[src/hw/rtl/ih_pkg.sv]
// shared types and constants for the integral histogram
`default_nettype none
package ih_pkg;
	localparam int BINS = 8;
	localparam int MAX_WIDTH = 64;
	localparam int MAX_HEIGHT = 64;
	localparam int XW = $clog2(MAX_WIDTH);
	localparam int YW = $clog2(MAX_HEIGHT);
	localparam int AW = XW + YW;
	localparam int DEPTH = MAX_WIDTH * MAX_HEIGHT;
	localparam int CNT_W = 13;
	localparam int RS_W = 7;
	localparam int EDGE_W = 16;
	localparam int BIN_W = 3;
	localparam int NB_W = 4;
	localparam int DIM_W = 7;

	typedef enum logic [2:0] {
		CFG_BINS     = 3'd0,
		CFG_MODE     = 3'd1,
		CFG_EDGES_LO = 3'd2,
		CFG_EDGES_HI = 3'd3,
		CFG_WIDTH    = 3'd4,
		CFG_HEIGHT   = 3'd5
	} cfg_idx_t;

	typedef logic [BINS-1:0][CNT_W-1:0] row_t;

	typedef struct packed {
		logic [NB_W-1:0]              nb;
		logic                         uniform;
		logic [BINS-1:0][EDGE_W-1:0]  edges;
		logic [DIM_W-1:0]             w;
		logic [DIM_W-1:0]             h;
	} cfg_t;

	// pixel: addr[0] row above (read), addr[1] target (write)
	// query: corners in order lower-right, upper-right, lower-left, upper-left
	typedef struct packed {
		logic                       is_query;
		logic                       empty;
		logic [3:0][AW-1:0]         addr;
		logic [3:0]                 zero;
		logic [BINS-1:0][RS_W-1:0]  rowsum;
	} cmd_t;
endpackage
`default_nettype wire

[src/hw/rtl/ih_fifo.sv]
// two-entry command queue between front and back
`default_nettype none
module ih_fifo (
	input  wire logic         clk,
	input  wire logic         arst_n,
	input  wire logic         push,
	input  wire ih_pkg::cmd_t push_cmd,
	output logic              full,
	input  wire logic         pop,
	output logic              head_valid,
	output ih_pkg::cmd_t      head
);
	import ih_pkg::*;

	cmd_t       ent_q [2];
	logic       wp_q;
	logic       rp_q;
	logic [1:0] cnt_q;

	assign full = (cnt_q == 2'd2);
	assign head_valid = (cnt_q != 2'd0);
	assign head = ent_q[rp_q];

	always_ff @(posedge clk) begin
		if (push)
			ent_q[wp_q] <= push_cmd;
	end

	always_ff @(posedge clk or negedge arst_n) begin
		if (!arst_n) begin
			wp_q <= 1'b0;
			rp_q <= 1'b0;
			cnt_q <= 2'd0;
		end else begin
			if (push)
				wp_q <= ~wp_q;
			if (pop)
				rp_q <= ~rp_q;
			if (push && !pop)
				cnt_q <= cnt_q + 2'd1;
			else if (pop && !push)
				cnt_q <= cnt_q - 2'd1;
		end
	end
endmodule
`default_nettype wire

[config.mk]
export PLATFORM = sky130hd
export DESIGN_NAME = ih_fifo
export DESIGN_NICKNAME = d
export VERILOG_FILES = /design/src/hw/rtl/ih_pkg.sv /design/src/hw/rtl/ih_fifo.sv
export SDC_FILE = /design/constraint.sdc
export NUM_CORES = 1
export LEC_CHECK = 0
export BUFFER_PORTS_ARGS = -buffer_cell sky130_fd_sc_hd__buf_2
export CAP_MARGIN = 10
export CORE_MARGIN = 2
export CORE_UTILIZATION = 52
export CTS_CLUSTER_SIZE = 10
export DETAILED_ROUTE_END_ITERATION = 8
export PLACE_DENSITY_LB_ADDON = 0.2
export SLEW_MARGIN = 5
export SYNTH_ARGS = -nofsm -noshare
export SYNTH_HDL_FRONTEND = slang
export SYNTH_SLANG_ARGS = --single-unit
[constraint.sdc]
create_clock -name clk -period 8.35 [get_ports clk]
set_clock_uncertainty 0.1 [all_clocks]
set_input_delay 1.67 -clock clk [delete_from_list [all_inputs] [get_ports clk]]
set_output_delay 1.67 -clock clk [all_outputs]
set_load 0.005 [all_outputs]
==> key figures <==
Synth
  – Synth warnings: 0
  – Combinational family with the most area after synthesis: multiplexers
  – Seq cells post-synth: 224
  – XOR/XNOR Fraction of Synth Area: 0.00537
  – Simple-Gate Fraction of Synth Area: 0.00353
  – Top cells by count, synth: edfxtp_1, mux2_2, buf_6, dfrtp_1, xor2_1
  – Complex-gate fraction of the synthesized area: 0
  – Primary FF master, synth: edfxtp_1
  – Post-synth ARST share: 0.0179
  – Post-synthesis area per instance: 22.8 um2
  – Synth Area in Adders: 0.00153
  – Synth top area share: 0.810
  – Netlist cell types: 13
  – Top cells by area, synth: edfxtp_1, mux2_2, buf_6, dfrtp_1, xor2_1
  – Post-synth EDFFs: 220
  – Net Count, Synth: 473
  – Seq/Total Area, Yosys: 0.822
  – Most common cell in the synthesized netlist: edfxtp_1
  – Synthesized cell area: 8160 um2
  – Mux contribution to synthesized area: 0.152
  – Largest area contributor in the netlist: edfxtp_1
  – Syn Inst Count: 358

CTS
  – Total CTS buffers: 26
  – CTS resizes: 0
  – Clock latency on the worst-skew pair: 0.50 ns
  – Root Driver: clkbuf_16
  – Htree depth: 1
  – Clock transition at path regs: 0.05 ns
  – Worst-case clock buffer depth: 3
  – Post-CTS setup buffers: 0
  – Hold-fix buffers at CTS: 0
  – CTS Sinks: 224
  – CTS tree: done

Route
  – DRT iter0 DRCs: 255
  – Via-per-instance ratio: 4.99
  – DRT Pass-1 Iters: 5
  – Wire per inst: 17.5 um
  – Drc violations: 0
  – Via count: 4161
  – ANT nets after route: 0
  – Sum of routed wire length over all layers: 14600 um

Worst setup path
  – Worst Setup End Kind: output port
  – Worst-path fanout max: 81
  – Data arrival, critical path: 2.74 ns
  – Crit path launch type: flop
  – CP required: 6.58 ns
  – Reg2reg path depth: 2
  – WS Path Type: flop to output port
  – R2R Setup Slk: 5.68 ns

Global route
  – First-pass GRT wire length: 21900 um
  – Met1 global-route usage: 0.203
  – Met2 Track Usage GR: 0.291
  – Total GRT Usage: 0.170
  – Most Crowded Layer GR: met2
  – Met3 Resource Use GR: 0.0640
  – Initial antenna violation count: 2
  – Vias in the first global route: 4361
  – Largest net degree at the start of global routing: 82
  – Gr ovfl total: 0

Timing
  – RSZ-0062 raised after global routing: no
  – Worst slew pin tran: 1.11 ns
  – Final worst-path cycle share: 0.540
  – Fin. Hold Viols: 0
  – Fin crit period: 4.51 ns
  – Slew Viols, Final: 0
  – TNS Setup: 0 ns
  – Setup Viol. Count Final: 0
  – Worst setup margin: 3.84 ns
  – Max frequency: 0.222 GHz
  – Headroom to the max-slew limit: 0.260

Hold path
  – Hold path depth: 1
  – Worst Hold Class: flop to flop

Floorplan
  – Die area: 16700 um2
  – Core Region: 15300 um2
  – Initial Util: 0.535
  – Row cnt: 45
  – Die W: 129 um
  – Die Ht: 129 um
  – Io pins: 226

Cells and area
  – P&R area growth vs syn: 25.4%
  – Sequential Area: 6710 um2
  – Nets@finish: 717
  – Fill cell count: 1065
  – Layout cells sized above 1: 0.595
  – Multi-input logic area: 1330 um2

Power
  – Lkg Pwr: 3.86 nW
  – Peak supply drop: 266 uV
  – Pwr Density: 332 nW/um2

Place
  – Post-DP HPWL: 9150 um
  – Routability congestion estimate: 0.704
  – Place WS: 4.27 ns
  – Port bufs: 225

Status
  – Status: finished clean

Run
  – Max_cap viols: 0
==> worst max-delay path, stage by stage, from the launching register on <==
cell	delay, ns
dfrtp_4	0.68
buf_4	0.83
mux2_2	0.44
buf_2	0.13
==> registers in the layout, indices dropped and copies added, names as in the netlist <==
signal and count:
rp_q 1, wp_q 1, cnt_q 2, ent_q 220
==> per-layer routing <==
metal  up-vias  wire length [um]
met5         -                 7
met4         2               255
met3        27              1460
met2       171              7160
met1      2038              5710
li1       1923                 -
==> cell type report <==
class / instances / area share
Timing Repair Buffer: 228 / 0.112
Antenna cell: 1 / 0.000245
Clock buffer: 48 / 0.0747
Sequential cell: 224 / 0.656
Multi-Input combinational cell: 121 / 0.130
Tap cell: 211 / 0.0258
Inverter: 1 / 0.000367
==> cells by family (layout without fill, tap and decap cells) <==
logic type	count (synthesis)	count (layout)
xor gates and xnor gates	5	5
adders and majority gates	1	1
buffers and inverters	13	277
DFF	224	224
muxes	110	110
other	0	1
and+or+nand+nor	5	5
==> where the power goes <==
part / internal (mW) / switching [mW]
sequential: 1.50 / 0.0758
clock: 0.609 / 0.392
combinational: 0.423 / 0.399
total: 2.53 / 0.867
==> stage by stage <==
| stage | utilization | std cells | hold slack [ns] | instance area [um2] | power, mW |
|---|---|---|---|---|---|
| finish | 0.670 | 834 | 0.401 | 10200 | 3.40 |
| global placement | 0.620 | 785 | 0.365 | 9460 | 2.41 |
| detailed placement | 0.620 | 785 | 0.381 | 9460 | 2.43 |
| global route | 0.670 | 833 | 0.422 | 10200 | 3.57 |
| CTS | 0.670 | 833 | 0.401 | 10200 | 3.45 |
| floorplan | - | 358 | 0.347 | 8160 | 2.13 |
==> final timing paths <==
kind / start / endpoint
hold / removal: cnt_q[1]$_DFFE_PN0P_ / cnt_q[1]$_DFFE_PN0P_
min in group asynchronous: arst_n / cnt_q[1]$_DFFE_PN0P_
setup reg to reg: wp_q$_DFFE_PN0P_ / ent_q[0][19]$_DFFE_PP_
hold reg to reg: cnt_q[1]$_DFFE_PN0P_ / cnt_q[1]$_DFFE_PN0P_
max in group asynchronous: arst_n / rp_q$_DFFE_PN0P_
setup / recovery: rp_q$_DFFE_PN0P_ / head[88]
==> cells in the final DEF (no fill, tap or decap) <==
master / synthesis / routed
and2_4: 0 / 1
buf_2: 2 / 225
buf_4: 0 / 3
clkbuf_1: 0 / 20
clkbuf_16: 0 / 27
clkbuf_8: 0 / 1
dfrtp_1: 4 / 3
dfrtp_4: 0 / 1
diode_2: 0 / 1
edfxtp_1: 220 / 220
ha_1: 1 / 1
inv_1: 1 / 1
mux2_2: 110 / 110
nor2_1: 1 / 1
nor2b_1: 2 / 1
nor2b_4: 0 / 1
or2_2: 1 / 1
xnor2_1: 1 / 1
xor2_1: 4 / 4
Power figures use the tool's default switching activity.
