File: config.mk
export PLATFORM = sky130hd
export DESIGN_NAME = ih_front
export DESIGN_NICKNAME = d
export VERILOG_FILES = /design/src/hw/rtl/ih_pkg.sv /design/src/hw/rtl/ih_front.sv
export SDC_FILE = /design/constraint.sdc
export NUM_CORES = 1
export LEC_CHECK = 0
export BUFFER_PORTS_ARGS = -buffer_cell sky130_fd_sc_hd__buf_2
export CORE_AREA = 2 2 183 185
export CTS_CLUSTER_SIZE = 8
export DETAILED_ROUTE_END_ITERATION = 8
export DIE_AREA = 0 0 185 187
export PLACE_DENSITY_LB_ADDON = 0.2
export SETUP_SLACK_MARGIN = 0.1
export SLEW_MARGIN = 20
export SYNTH_ARGS = -nofsm -noshare
export SYNTH_HDL_FRONTEND = slang
export SYNTH_SLANG_ARGS = --single-unit
File: constraint.sdc
create_clock -name clk -period 15.25 [get_ports clk]
set_clock_uncertainty 0.1 [all_clocks]
set_input_delay 0 -clock clk [delete_from_list [all_inputs] [get_ports clk]]
set_output_delay 0 -clock clk [all_outputs]
set_load 0.02 [all_outputs]
File: src/hw/rtl/ih_pkg.sv
// shared types and constants for the integral histogram
`default_nettype none
package ih_pkg;
	localparam int BINS = 8;
	localparam int MAX_WIDTH = 64;
	localparam int MAX_HEIGHT = 64;
	localparam int XW = $clog2(MAX_WIDTH);
	localparam int YW = $clog2(MAX_HEIGHT);
	localparam int AW = XW + YW;
	localparam int DEPTH = MAX_WIDTH * MAX_HEIGHT;
	localparam int CNT_W = 13;
	localparam int RS_W = 7;
	localparam int EDGE_W = 16;
	localparam int BIN_W = 3;
	localparam int NB_W = 4;
	localparam int DIM_W = 7;

	typedef enum logic [2:0] {
		CFG_BINS     = 3'd0,
		CFG_MODE     = 3'd1,
		CFG_EDGES_LO = 3'd2,
		CFG_EDGES_HI = 3'd3,
		CFG_WIDTH    = 3'd4,
		CFG_HEIGHT   = 3'd5
	} cfg_idx_t;

	typedef logic [BINS-1:0][CNT_W-1:0] row_t;

	typedef struct packed {
		logic [NB_W-1:0]              nb;
		logic                         uniform;
		logic [BINS-1:0][EDGE_W-1:0]  edges;
		logic [DIM_W-1:0]             w;
		logic [DIM_W-1:0]             h;
	} cfg_t;

	// pixel: addr[0] row above (read), addr[1] target (write)
	// query: corners in order lower-right, upper-right, lower-left, upper-left
	typedef struct packed {
		logic                       is_query;
		logic                       empty;
		logic [3:0][AW-1:0]         addr;
		logic [3:0]                 zero;
		logic [BINS-1:0][RS_W-1:0]  rowsum;
	} cmd_t;
endpackage
`default_nettype wire

File: src/hw/rtl/ih_front.sv
// front: accepts items, bins pixels, tracks position, builds commands
`default_nettype none
module ih_front (
	input  wire logic                       clk,
	input  wire logic                       arst_n,
	input  wire ih_pkg::cfg_t               cfg,
	input  wire logic                       in_valid,
	output logic                            in_ready,
	input  wire logic                       op,
	input  wire logic                       frame_start,
	input  wire logic signed [15:0]         sample,
	input  wire logic [5:0]                 rect_x,
	input  wire logic [5:0]                 rect_y,
	input  wire logic [6:0]                 rect_w,
	input  wire logic [6:0]                 rect_h,
	input  wire logic                       fifo_full,
	output logic                            push,
	output ih_pkg::cmd_t                    push_cmd
);
	import ih_pkg::*;

	logic [XW-1:0]             col_q;
	logic [YW-1:0]             row_q;
	logic [BINS-1:0][RS_W-1:0] rs_q;

	logic [XW-1:0]             px;
	logic [YW-1:0]             py;
	logic [XW-1:0]             col_n;
	logic [YW-1:0]             row_n;
	logic [BINS-1:0][RS_W-1:0] rs_n;
	logic                      hit;
	logic [BIN_W-1:0]          bin;
	cmd_t                      cmd;

	assign in_ready = !fifo_full;
	assign push = in_valid && in_ready;
	assign push_cmd = cmd;

	// binning
	always_comb begin
		logic signed [16:0] v;
		logic signed [16:0] e0;
		logic signed [16:0] e1;
		logic signed [16:0] etop;
		logic [16:0]        diff;
		logic [16:0]        span;
		logic [18:0]        rem;
		logic [18:0]        dsh;
		logic [BIN_W-1:0]   q;
		logic [NB_W-1:0]    n;
		logic [BIN_W-1:0]   top;
		v = 17'(sample);
		e0 = 17'($signed(cfg.edges[0]));
		e1 = 17'($signed(cfg.edges[1]));
		top = BIN_W'(cfg.nb - NB_W'(1));
		etop = 17'($signed(cfg.edges[top]));
		diff = 17'(v - e0);
		span = 17'(e1 - e0);
		rem = 19'(diff[15:0]) * 19'(cfg.nb);
		q = '0;
		for (int i = BIN_W - 1; i >= 0; i--) begin
			dsh = 19'(span[15:0]) << i;
			if (rem >= dsh) begin
				rem = rem - dsh;
				q[i] = 1'b1;
			end
		end
		n = '0;
		for (int k = 0; k < BINS; k++) begin
			if ((NB_W'(k) < cfg.nb) && ($signed(17'($signed(cfg.edges[k]))) <= v))
				n = n + NB_W'(1);
		end
		if (cfg.uniform) begin
			hit = (v >= e0) && (v < e1);
			bin = q;
		end else begin
			hit = (v >= e0) && (v < etop);
			bin = BIN_W'(n - NB_W'(1));
		end
	end

	// position and row sums
	always_comb begin
		logic [DIM_W-1:0] cx;
		logic [DIM_W-1:0] cy;
		logic [DIM_W-1:0] nx;
		logic [DIM_W-1:0] ny;
		cx = DIM_W'(col_q);
		cy = DIM_W'(row_q);
		if (frame_start) begin
			cx = '0;
			cy = '0;
		end
		if (cx >= cfg.w) begin
			cx = '0;
			cy = cy + DIM_W'(1);
		end
		if (cy >= cfg.h)
			cy = '0;
		px = cx[XW-1:0];
		py = cy[YW-1:0];
		nx = cx + DIM_W'(1);
		ny = cy;
		if (nx >= cfg.w) begin
			nx = '0;
			ny = (cy + DIM_W'(1) >= cfg.h) ? '0 : cy + DIM_W'(1);
		end
		col_n = nx[XW-1:0];
		row_n = ny[YW-1:0];
		for (int b = 0; b < BINS; b++) begin
			rs_n[b] = (px == '0) ? '0 : rs_q[b];
			if (hit && (bin == BIN_W'(b)))
				rs_n[b] = rs_n[b] + RS_W'(1);
		end
	end

	// command build
	always_comb begin
		logic [7:0]    x1;
		logic [7:0]    y1;
		logic [XW-1:0] xa;
		logic [XW-1:0] xb;
		logic [YW-1:0] ya;
		logic [YW-1:0] yb;
		x1 = 8'(rect_x) + 8'(rect_w);
		y1 = 8'(rect_y) + 8'(rect_h);
		if (x1 > 8'(cfg.w))
			x1 = 8'(cfg.w);
		if (y1 > 8'(cfg.h))
			y1 = 8'(cfg.h);
		xb = XW'(x1 - 8'd1);
		yb = YW'(y1 - 8'd1);
		xa = XW'(rect_x - 6'd1);
		ya = YW'(rect_y - 6'd1);
		cmd = '0;
		cmd.is_query = op;
		if (op) begin
			cmd.empty = (8'(rect_x) >= x1) || (8'(rect_y) >= y1);
			cmd.addr[0] = {yb, xb};
			cmd.addr[1] = {ya, xb};
			cmd.addr[2] = {yb, xa};
			cmd.addr[3] = {ya, xa};
			cmd.zero[0] = 1'b0;
			cmd.zero[1] = (rect_y == '0);
			cmd.zero[2] = (rect_x == '0);
			cmd.zero[3] = (rect_y == '0) || (rect_x == '0);
		end else begin
			cmd.addr[0] = {YW'(py - YW'(1)), px};
			cmd.addr[1] = {py, px};
			cmd.zero[0] = (py == '0);
			cmd.rowsum = rs_n;
		end
	end

	always_ff @(posedge clk or negedge arst_n) begin
		if (!arst_n) begin
			col_q <= '0;
			row_q <= '0;
			rs_q <= '0;
		end else if (push && !op) begin
			col_q <= col_n;
			row_q <= row_n;
			rs_q <= rs_n;
		end
	end
endmodule
`default_nettype wire

==> impl_results.md <==
- Max_cap viols: 0
- Cell mode on critical path: a21oi_1
- RSZ-0062 raised after global routing: false
- FF+latch area: 1702 um2
- Syn Inst Count: 2274
- Finished Core Util: 0.6080
- Slowest cell on crit path: or4_1
- Data required, critical path: 15.15 ns
- Final period utilization: 0.9235
- Mean Syn Cell Area: 7.826 um2
- Power per Cell Area: 245.6 nW/um2
- Initial DRC Count: 1304
- Slew Viols, Final: 0
- CP Capture Type: output pin
- Syn nets: 2825
- Avg WL per Cell: 18.41 um
- Least-Margin Pin Slew: 1.125 ns
- Postcts setup bufs: 0
- Drt total wl: 54900 um
- Crit start category: input port
- H-tree levels: 3
- Post-synth EDFFs: 0
- Sequential-to-total area share from yosys stat: 0.09562
- Synth Warn #: 0
- PortBufs: 306
- Crit path kind: input port to output pin
- Area grow syn2layout: 12.27%
- Antenna violations before repair: 4
- Yosys reg bits: 68
- GPL Wtd Cong: 1.004
- Layout cell share with drive strength beyond 1: 0.1672
- Vias per cell: 6.121
- Antenna Nets Post-Route: 0
- Top Ports: 307
- Chip height: 187 um
- Largest net degree at the start of global routing: 83
- P_leak: 10.20 nW
- Highest cell delay on the worst timing path: 0.68 ns
- Hold Fails Final Rpt: 0
- DR vias: 18250
- Root buf cell: clkbuf_16
- Minimum clock period: 14.08 ns
- Cell variety after synth: 81
- GRT overflow: 0
- Mapped cell area: 17800 um2
- Fill count: 2997
- R2R Setup Slk: 8.01 ns
- Hpwl dp: 44880 um
- Multi-input combinational cell area: 15010 um2
- First-pass GRT wire length: 89490 um
- Worst skew pair latency: 0.34 ns
- WP data arrival: 13.98 ns
- Clk buf depth: 2
- Vias in the first global route: 17700
- Die Span X: 185 um
- Die area: 34600 um2
- Core Area: 32860 um2
- Async set or reset register ratio after synthesis: 1.000
- Setup TNS: 0 ns
- Main synth FF type: dfrtp_1
- Total GRT Usage: 0.3154
- Core Rows: 67
- Number of remaining DRC errors: 0
- Rel. slew slack: 0.2433
- Fin nets: 3076
- Number of CTS-inserted buffers: 9
- DRT Pass-1 Iters: 5
- Status: finished, final reports clean
- Achievable Freq: 0.07100 GHz
- CTS sink count: 68
- Setup Viol. Count Final: 0
- HP Class: input port to output pin
- Peak supply drop: 0.3980 mV
- CTS tree: done
- Initial core utilization: 0.5415
- Max FO, Critical Path: 15
## cell usage after synthesis, types with 39 or more instances
master	instances	area [um2]
nand3_1	84	420.4
xnor2_1	105	919.6
ha_1	322	4029
a21oi_1	158	790.8
dfrtp_1	68	1702
nand4_1	43	269.0
a21o_1	79	593.1
nor2b_1	46	287.8
nor2_1	144	540.5
and2_1	69	431.7
o21ai_0	103	515.5
nand2b_1	39	244.0
mux2i_1	43	430.4
inv_1	198	743.2
clkbuf_1	63	236.5
nand2_1	193	724.4
## sequential cells by signal (all words and copies together) (netlist names)
name,count
col_q,6
row_q,6
rs_q,56
## through the flow
stage | cell area [um2] | power (W) | hold WS [ns] | std cells | setup WS, ns
6_report | 19980 | 0.004907 | 0.1689 | 2982 | 1.166
4_1_cts | 19960 | 0.004820 | 0.1275 | 2978 | 1.010
5_1_grt | 19980 | 0.005404 | 0.1956 | 2981 | 0.1677
3_5_place_dp | 19680 | 0.004596 | 0.1722 | 2961 | 1.047
2_1_floorplan | 17800 | 0.003591 | -0.3956 | 2274 | 2.958
3_3_place_gp | 19680 | 0.004547 | 0.1558 | 2961 | 1.471
## final timing paths
kind / from / to / cells past startpoint
max in group asynchronous: arst_n / rs_q[5]$_DFFE_PN0P_ / 3
worst max register to register: col_q[0]$_DFFE_PN0P_ / row_q[2]$_DFFE_PN0P_ / 36
min in group asynchronous: arst_n / rs_q[22]$_DFFE_PN0P_ / 3
worst max-delay path: sample[0] / push_cmd[15] / 60
worst min-delay path: fifo_full / in_ready / 3
worst min register to register: rs_q[28]$_DFFE_PN0P_ / rs_q[28]$_DFFE_PN0P_ / 2
## placed cells by master (no fill, tap or decap), types with 69 or more instances in the layout
master   count
a21o_1      79
a21oi_1    157
and2_1      69
buf_2      306
ha_1       322
inv_1      198
nand2_1    191
nand3_1     84
nor2_1     144
o21ai_0    103
xnor2_1    105
## logic make-up after synthesis
group / share of synthesized area
buffers and inverters: 0.06300
AOI/OAI and AO/OA: 0.2110
muxes: 0.07502
and+or+nand+nor: 0.2240
DFF: 0.09562
adders and majority gates: 0.2646
xor gates and xnor gates: 0.06672
## worst max-delay path: cells and delay by family
kind | cells | cell delay (ns)
AO/OA/AOI/OAI | 32 | 7.34
adder cells (fa/ha/maj) | 8 | 2.99
AND/OR/NAND/NOR | 13 | 2.71
buffers and inverters | 6 | 0.79
XOR/XNOR | 1 | 0.15
## power by group
part	total (W)	internal [W]	switching (W)
clock network	0.000194	0.000113	0.0000810
registers	0.000243	0.000212	0.0000312
logic	0.00447	0.00183	0.00264
total	0.00491	0.00216	0.00275
## routing by layer
metal  track usage  up-vias  routed length (um)
li1              -     8752                   -
met1        0.4358     8674               24510
met2        0.5268      728               25240
met3       0.02882       98                3720
met4       0.08272        0                1429
met5             0        -                   0
## timing repair
item / CTS / global route
resized for setup: 0 / 3
setup endpoints to repair: 0 / 12
endpoints found under the hold margin: 68 / 0
hold buffers: 1 / 0
## area by class of cell
class / count / share of cell area
clock inverters: 5 / 0.001378
repair buffers: 325 / 0.08392
multi-input cells: 1922 / 0.7514
well taps: 448 / 0.02806
inverters: 199 / 0.03739
diodes: 4 / 0.0005010
flip-flops and latches: 68 / 0.08517
clock buffers: 11 / 0.01215
(Power assumes the default switching activity.)
